<file path="src/tts_pkg.sv">
// ----------------------------------------------------------------------------
// tts_pkg
// Shared types and codes for the timer table scheduler.
// ----------------------------------------------------------------------------
package tts_pkg;

  localparam logic [1:0] REQ_SCHEDULE = 2'd0;
  localparam logic [1:0] REQ_CANCEL   = 2'd1;
  localparam logic [1:0] REQ_STOP_ALL = 2'd2;
  localparam logic [1:0] REQ_CHECK    = 2'd3;

  localparam logic [2:0] KIND_SCHEDULED = 3'd0;
  localparam logic [2:0] KIND_CANCELLED = 3'd1;
  localparam logic [2:0] KIND_STOPPED   = 3'd2;
  localparam logic [2:0] KIND_FIRED     = 3'd3;
  localparam logic [2:0] KIND_NONE      = 3'd4;

  localparam logic [1:0] ST_OK         = 2'd0;
  localparam logic [1:0] ST_ZERO_DELAY = 2'd1;
  localparam logic [1:0] ST_FULL       = 2'd2;
  localparam logic [1:0] ST_NOT_FOUND  = 2'd3;

  typedef struct packed {
    logic [1:0]  req_type;
    logic [63:0] now_ms;
    logic [31:0] period_ms;
    logic        repeat_mode;
    logic [31:0] owner_tag;
    logic [31:0] target_id;
  } tts_in_t;

  typedef struct packed {
    logic [2:0]  result_kind;
    logic [1:0]  status;
    logic [31:0] timer_ident;
    logic [31:0] elapsed_periods;
    logic [31:0] fired_tag;
    logic [4:0]  removed_count;
    logic        last_of_run;
  } tts_out_t;

  typedef struct packed {
    logic [31:0] ident;
    logic [31:0] period;
    logic        rep;
    logic [63:0] deadline;
    logic [31:0] tag;
  } tts_slot_t;

  typedef struct packed {
    logic load;
    logic sched;
    logic stop;
    logic eval;
    logic div_step;
    logic mul;
    logic upd;
    logic fin;
  } tts_cmd_t;

  typedef struct packed {
    logic [1:0] in_req;
    logic [1:0] req;
    logic       out_free;
    logic       scan_end;
    logic       expired;
    logic       div_last;
    logic       pend_v;
  } tts_sts_t;

  typedef enum logic [3:0] {
    S_IDLE, S_SCHED, S_STOP, S_RD, S_EVAL, S_DIV, S_MUL, S_UPD, S_FIN
  } tts_state_t;

endpackage

</file>
<file path="src/tts_ctrl.sv">
// ----------------------------------------------------------------------------
// tts_ctrl
// Request sequencer: drives the table scan, divider and result emission.
// ----------------------------------------------------------------------------
module tts_ctrl (
  input  logic              clk,
  input  logic              rst_n,
  input  logic              in_valid,
  output logic              in_ready,
  input  tts_pkg::tts_sts_t sts,
  output tts_pkg::tts_cmd_t cmd
);
  import tts_pkg::*;

  tts_state_t state_r, state_nxt;

  always_ff @(posedge clk) begin
    if (!rst_n) begin
      state_r <= S_IDLE;
    end else begin
      state_r <= state_nxt;
    end
  end

  always_comb begin
    state_nxt = state_r;
    unique case (state_r)
      S_IDLE: begin
        if (in_valid) begin
          unique case (sts.in_req)
            REQ_SCHEDULE: state_nxt = S_SCHED;
            REQ_STOP_ALL: state_nxt = S_STOP;
            default:      state_nxt = S_RD;
          endcase
        end
      end
      S_SCHED: if (sts.out_free) state_nxt = S_IDLE;
      S_STOP:  if (sts.out_free) state_nxt = S_IDLE;
      S_RD:    state_nxt = sts.scan_end ? S_FIN : S_EVAL;
      S_EVAL: begin
        if (sts.req == REQ_CHECK && sts.expired) begin
          state_nxt = S_DIV;
        end else begin
          state_nxt = S_RD;
        end
      end
      S_DIV:   if (sts.div_last) state_nxt = S_MUL;
      S_MUL:   state_nxt = S_UPD;
      S_UPD:   if (!sts.pend_v || sts.out_free) state_nxt = S_RD;
      S_FIN:   if (sts.out_free) state_nxt = S_IDLE;
      default: state_nxt = S_IDLE;
    endcase
  end

  always_comb begin
    cmd      = '0;
    in_ready = 1'b0;
    unique case (state_r)
      S_IDLE: begin
        in_ready = 1'b1;
        cmd.load = in_valid;
      end
      S_SCHED: cmd.sched    = sts.out_free;
      S_STOP:  cmd.stop     = sts.out_free;
      S_RD:    ;
      S_EVAL:  cmd.eval     = 1'b1;
      S_DIV:   cmd.div_step = 1'b1;
      S_MUL:   cmd.mul      = 1'b1;
      S_UPD:   cmd.upd      = !sts.pend_v || sts.out_free;
      S_FIN:   cmd.fin      = sts.out_free;
      default: ;
    endcase
  end

endmodule

</file>
<file path="config.mk">
export PLATFORM = sky130hd
export DESIGN_NAME = tts_ctrl
export DESIGN_NICKNAME = d
export VERILOG_FILES = /design/src/tts_pkg.sv /design/src/tts_ctrl.sv
export SDC_FILE = /design/constraint.sdc
export NUM_CORES = 1
export LEC_CHECK = 0
export BUFFER_PORTS_ARGS = -buffer_cell sky130_fd_sc_hd__buf_2
export CAP_MARGIN = 20
export CORE_UTILIZATION = 25
export DETAILED_ROUTE_END_ITERATION = 16
export SKIP_CTS_REPAIR_TIMING = 1
export SLEW_MARGIN = 30
export SYNTH_ARGS = -nofsm -noshare
export SYNTH_HDL_FRONTEND = slang
export SYNTH_SLANG_ARGS = --single-unit
</file>
<file path="constraint.sdc">
create_clock -name clk -period 1.3 [get_ports clk]
set_input_delay 0 -clock clk [delete_from_list [all_inputs] [get_ports clk]]
set_output_delay 0 -clock clk [all_outputs]
set_load 0.01 [all_outputs]
</file>
==> results.sh, run 1 <==
export IMPL_yosysTopAreaCell="dfxtp_1"
export IMPL_dieHeight_um=44.7
export IMPL_slew_headroom_pct=84.2
export IMPL_regMostFlops="state_r"
export IMPL_async_reset_ff_share_pct=0
export IMPL_status="complete, but fails checks"
export IMPL_rows=15
export IMPL_p_per_area_nw_per_um2=1980
export IMPL_synth_most_common_cell="nand2_1"
export IMPL_synth_warnings=0
export IMPL_holdPathStages=3
export IMPL_htree_num_levels=1
export IMPL_rsz0062_at_grt="false"
export IMPL_area_growth_syn_to_layout_pct=51.2
export IMPL_cts_tree="yes"
export IMPL_placed_area_um2=608
export IMPL_period_needed_ns=1.24
export IMPL_post_place_cells=113
export IMPL_die_x_um=44.7
export IMPL_finalCritPeriodShare_pct=95.2
export IMPL_setup_violations=0
export IMPL_start_kind="flop"
export IMPL_gp_congestion=0.917
export IMPL_place_hpwl_um=1030
export IMPL_final_max_slew_viol_count=0
export IMPL_clock_fmax_mhz=808
export IMPL_cp_max_fo=9
export IMPL_grt_antenna_before_repair=0
export IMPL_arrival_ns=1.24
export IMPL_clock_path_buffers=2
export IMPL_final_util_pct=40.0
export IMPL_p_leak_nw=0.314
export IMPL_avgSynthCellArea_um2=7.25
export IMPL_insertedDiodeCount=0
export IMPL_largest_reg_flops=4
export IMPL_syn_instance_count=63
export IMPL_finClkSkew_ns=0.00144
export IMPL_drtPass1Iterations=10
export IMPL_fin_cells=117
export IMPL_cts_sinks=4
export IMPL_coreArea_um2=1730
export IMPL_boundaryPins=21
export IMPL_layout_drive_gt1_share_pct=52.2
export IMPL_final_nets=106
export IMPL_syn_cell_area_um2=457
export IMPL_synth_edf_count=0
export IMPL_wl_per_cell_um=11.1
export IMPL_num_vias=548
export IMPL_grt_usage_pct=13.3
export IMPL_grt_pass1_vias=471
export IMPL_hp_class="input pin to flop"
export IMPL_die_area_um2=2000
export IMPL_r2r_cells=4
export IMPL_end_kind="output port"
export IMPL_postRouteAntennaNets=0
export IMPL_routed_wl_um=1300
export IMPL_overflow=0
export IMPL_synth_seq_cells=4
export IMPL_drcViolationCount=2
export IMPL_violations="DRC"
export IMPL_routed_via_density=4.68
export IMPL_grt_max_degree=10
export IMPL_start_util_pct=26.4
export IMPL_worst_pin_slew_ns=0.236
export IMPL_cts_clk_slew_worst_paths_ns=0.04
export IMPL_ys_flop_type="dfxtp_1"
export IMPL_design_area_um2=691
export IMPL_drtIter0Drc=16
export IMPL_worst_ep_required_time_ns=1.30
export IMPL_max_cap_violations=0
export IMPL_clock_root_buffer="clkbuf_4"
export IMPL_io_buffers=20
export IMPL_cts_buffers=3
export IMPL_reg_top3="state_r x4"
export IMPL_yosysSeqAreaShare_pct=17.5
export IMPL_grt_pass1_wl_um=2040
export IMPL_synthTopCellsByArea="dfxtp_1, nor3_1, nand2_1"
export IMPL_insertion_delay_ns=0.23
export IMPL_vdd_drop_max_mv=0.618
export IMPL_synthDistinctLibCells=29
export IMPL_critPathKind="flop to output port"
export IMPL_synth_common_cells="nand2_1, nor2_1, nor3_1"
export IMPL_postSynthNetCount=75
export IMPL_hold_viol=0
export IMPL_synth_top_area_share_pct=17.5
-- cell families after synthesis --
group / Yosys count / synth area share (%)
flops: 4 / 17.5
mux: 3 / 6.58
buf+inv: 7 / 12.9
simple gates: 39 / 45.8
compound gates: 10 / 17.3
-- final cells by class --
| cell class | count | area (um2) |
|---|---|---|
| Fill cell | 192 | 1040 |
| Multi-Input combinational cell | 52 | 352 |
| Timing Repair Buffer | 30 | 183 |
| Sequential cell | 4 | 91.3 |
| Tap cell | 25 | 31.3 |
| Clock buffer | 3 | 22.5 |
| Inverter | 3 | 11.3 |
-- routing by layer --
layer / routed length (um) / GRT usage, %
met2: 650 / 22.4
met5: 0 / 0
met4: 0 / 2.42
met3: 76 / 1.20
met1: 575 / 18.5
-- final timing paths --
check	start	endpoint	slack [ns]
worst max-delay path	state_r[0]	cmd[1]	0.06
worst min register to register	state_r[0]	state_r[0]	0.66
worst max register to register	state_r[1]	state_r[1]	0.07
worst min-delay path	rst_n	state_r[0]	0.07
-- cells in the final DEF (no fill, tap or decap) --
master,n
o22ai_1,1
dfxtp_4,3
nor4_4,1
nor3b_1,1
nor3_1,6
and2b_2,2
nand2_1,9
nor2_1,7
mux2i_1,3
o21ai_2,2
o2111ai_1,1
clkbuf_4,3
nor2b_1,1
and3_1,1
o221ai_1,2
buf_2,20
and3b_1,1
nor3_2,2
inv_1,3
and2b_4,1
and3_2,1
dfxtp_1,1
o221ai_2,1
a21boi_0,1
nand3_1,1
buf_4,8
and2_1,1
a21oi_1,2
buf_6,2
nand2b_4,1
nand2b_1,1
or3_1,1
nor2_2,1
-- worst max-delay path: stages, from the launching register on --
cell	delay [ns]
dfxtp_4	0.39
buf_4	0.16
nand2b_4	0.06
buf_4	0.14
nor3_2	0.13
buf_2	0.14
-- power breakdown --
part           internal (mW)  switching (mW)
combinational          0.485           0.451
sequential             0.192          0.0900
clock                  0.103          0.0474
-- through the flow --
stage                     hold slack, ns  TNS (ns)  total power, mW  setup slack, ns
after floorplan                   0.0900         0            0.792           0.0996
after global placement             0.299         0             1.04           0.0623
after detailed placement           0.308         0             1.06          0.00117
after CTS                         0.0693    -0.254             1.21           -0.121
after global routing              0.0776         0             1.47          0.00241
final                             0.0661         0             1.37           0.0618
No activity file was read; power rests on OpenSTA's default activity.
==> run 2: changes to the inputs <==
CORE_MARGIN = 1.5   (was unset)
CTS_BUF_LIST = sky130_fd_sc_hd__clkbuf_4   (was unset)
clock period = 1.55 ns   (was 1.3 ns; I/O delays follow)
==> results.sh, run 2 (synthesized netlist as in run 1, its figures left out) <==
export IMPL_holdPathStages=3
export IMPL_setup_tns_final_ns=0
export IMPL_worstHoldStart="rst_n"
export IMPL_layout_drive_gt1_share_pct=39.5
export IMPL_drtIter0Drc=8
export IMPL_cts_sinks=4
export IMPL_cp_max_fo=11
export IMPL_cts_clk_slew_worst_paths_ns=0.04
export IMPL_wl_per_cell_um=10.6
export IMPL_worst_pin_slew_ns=0.375
export IMPL_coreArea_um2=1730
export IMPL_rsz0062_at_grt="false"
export IMPL_slowest_delay_ns=0.52
export IMPL_final_nets=100
export IMPL_grt_pass1_wl_um=2030
export IMPL_critical_path_buf_inv_count=0
export IMPL_placed_area_um2=571
export IMPL_regMostFlops="state_r"
export IMPL_clock_path_buffers=2
export IMPL_clock_root_buffer="clkbuf_4"
export IMPL_start_kind="flop"
export IMPL_insertedDiodeCount=0
export IMPL_num_vias=524
export IMPL_status="completed"
export IMPL_rows=15
export IMPL_r2r_cells=4
export IMPL_drtPass1Iterations=4
export IMPL_post_place_cells=108
export IMPL_grt_util_met1_pct=16.9
export IMPL_crit_path_top_delay_cell="dfxtp_1"
export IMPL_io_buffers=20
export IMPL_use_met2_pct=21.7
export IMPL_clock_fmax_mhz=717
export IMPL_reg2reg_slack_ns=0.16
export IMPL_hp_class="input pin to flop"
export IMPL_seq_area_um2=80.1
export IMPL_final_cell_mix="buf_2, nand2_1, nor2_1, nor3_1"
export IMPL_die_area_um2=2090
export IMPL_vdd_drop_max_mv=0.444
export IMPL_boundaryPins=21
export IMPL_multi_input_area_um2=318
export IMPL_grt_pass1_vias=489
export IMPL_grt_usage_pct=12.9
export IMPL_n_fill_cell=204
export IMPL_critPathKind="flop to flop"
export IMPL_finClkSkew_ns=0.00275
export IMPL_p_per_area_nw_per_um2=1550
export IMPL_area_growth_syn_to_layout_pct=29.9
export IMPL_insertion_delay_ns=0.24
export IMPL_critPathTopFamily="simple AND/OR/NAND/NOR gates"
export IMPL_reg2reg_from="state_r[2]"
export IMPL_holdPathEnd="state_r[2]"
export IMPL_total_power_uw=920
export IMPL_max_cap_violations=0
export IMPL_period_needed_ns=1.39
export IMPL_worst_ep_required_time_ns=1.67
export IMPL_place_hpwl_um=925
export IMPL_final_util_pct=34.3
export IMPL_start_util_pct=26.4
export IMPL_die_x_um=45.7
export IMPL_grt_antenna_before_repair=0
export IMPL_drcViolationCount=0
export IMPL_layout_commonest_cell="buf_2"
export IMPL_end_kind="flop"
export IMPL_routed_via_density=4.72
export IMPL_busiest_layer="met2"
export IMPL_setup_violations=0
export IMPL_fin_cells=111
export IMPL_routed_wl_um=1170
export IMPL_gp_congestion=0.841
export IMPL_finalCritPeriodShare_pct=90.0
export IMPL_crit_path_cell_trace="nand2b_1 > or3_1 > o2111ai_1 > mux2i_1"
export IMPL_design_area_um2=593
export IMPL_r2r_end="state_r[1]"
export IMPL_htree_num_levels=1
export IMPL_slew_headroom_pct=75.0
export IMPL_grt_max_degree=14
export IMPL_arrival_ns=1.51
export IMPL_p_leak_nw=0.273
export IMPL_hold_viol=0
export IMPL_cts_tree="yes"
export IMPL_postRouteAntennaNets=0
export IMPL_dieHeight_um=45.7
export IMPL_overflow=0
export IMPL_met3_usage_pct=1.19
export IMPL_largest_reg_flops=4
export IMPL_reg_top3="state_r x4"
export IMPL_final_max_slew_viol_count=0
export IMPL_cts_buffers=3
-- run 2: power breakdown --
part           internal (mW)  switching [mW]  leakage [nW]  total [mW]
clock network         0.0870          0.0476        0.0138       0.135
logic                  0.268           0.279         0.227       0.547
registers              0.140          0.0989        0.0328       0.239
total                  0.495           0.425         0.273       0.920
-- run 2: per-layer routing --
layer / vias to the layer above / wire (um)
li1: 270 / -
met1: 232 / 545
met2: 22 / 557
met3: 0 / 69
met4: 0 / 0
met5: - / 0
-- run 2: worst max-delay path by stage --
stage	start	end	slack, ns	cells after the start
CTS	state_r[2]	state_r[1]	0.15	4
finish	state_r[2]	state_r[1]	0.16	4
global route	state_r[2]	state_r[1]	0.02	4
floorplan	state_r[0]	cmd[7]	0.35	3
global placement	state_r[2]	state_r[1]	0.15	4
detailed placement	state_r[2]	state_r[1]	0.16	4
-- run 2: worst register-to-register path, delay by kind of cell (launching register included) --
| kind | cells | cell delay (ns) |
|---|---|---|
| simple gates | 2 | 0.56 |
| flops | 1 | 0.52 |
| compound gates | 1 | 0.11 |
| mux | 1 | 0.09 |
-- run 2: cell type report --
cell class,count,area share [%]
clock buffers,3,3.80
inverters,3,1.90
flip-flops and latches,4,13.5
multi-input cells,52,53.6
well taps,25,5.27
repair buffers,24,21.9
-- run 2: metrics by stage --
| step | hold slack (ns) | worst slack, ns |
|---|---|---|
| 2_1_floorplan | 0.0900 | 0.350 |
| 3_3_place_gp | 0.303 | 0.147 |
| 3_5_place_dp | 0.303 | 0.162 |
| 4_1_cts | 0.0533 | 0.154 |
| 5_1_grt | 0.0721 | 0.0151 |
| 6_report | 0.0555 | 0.156 |
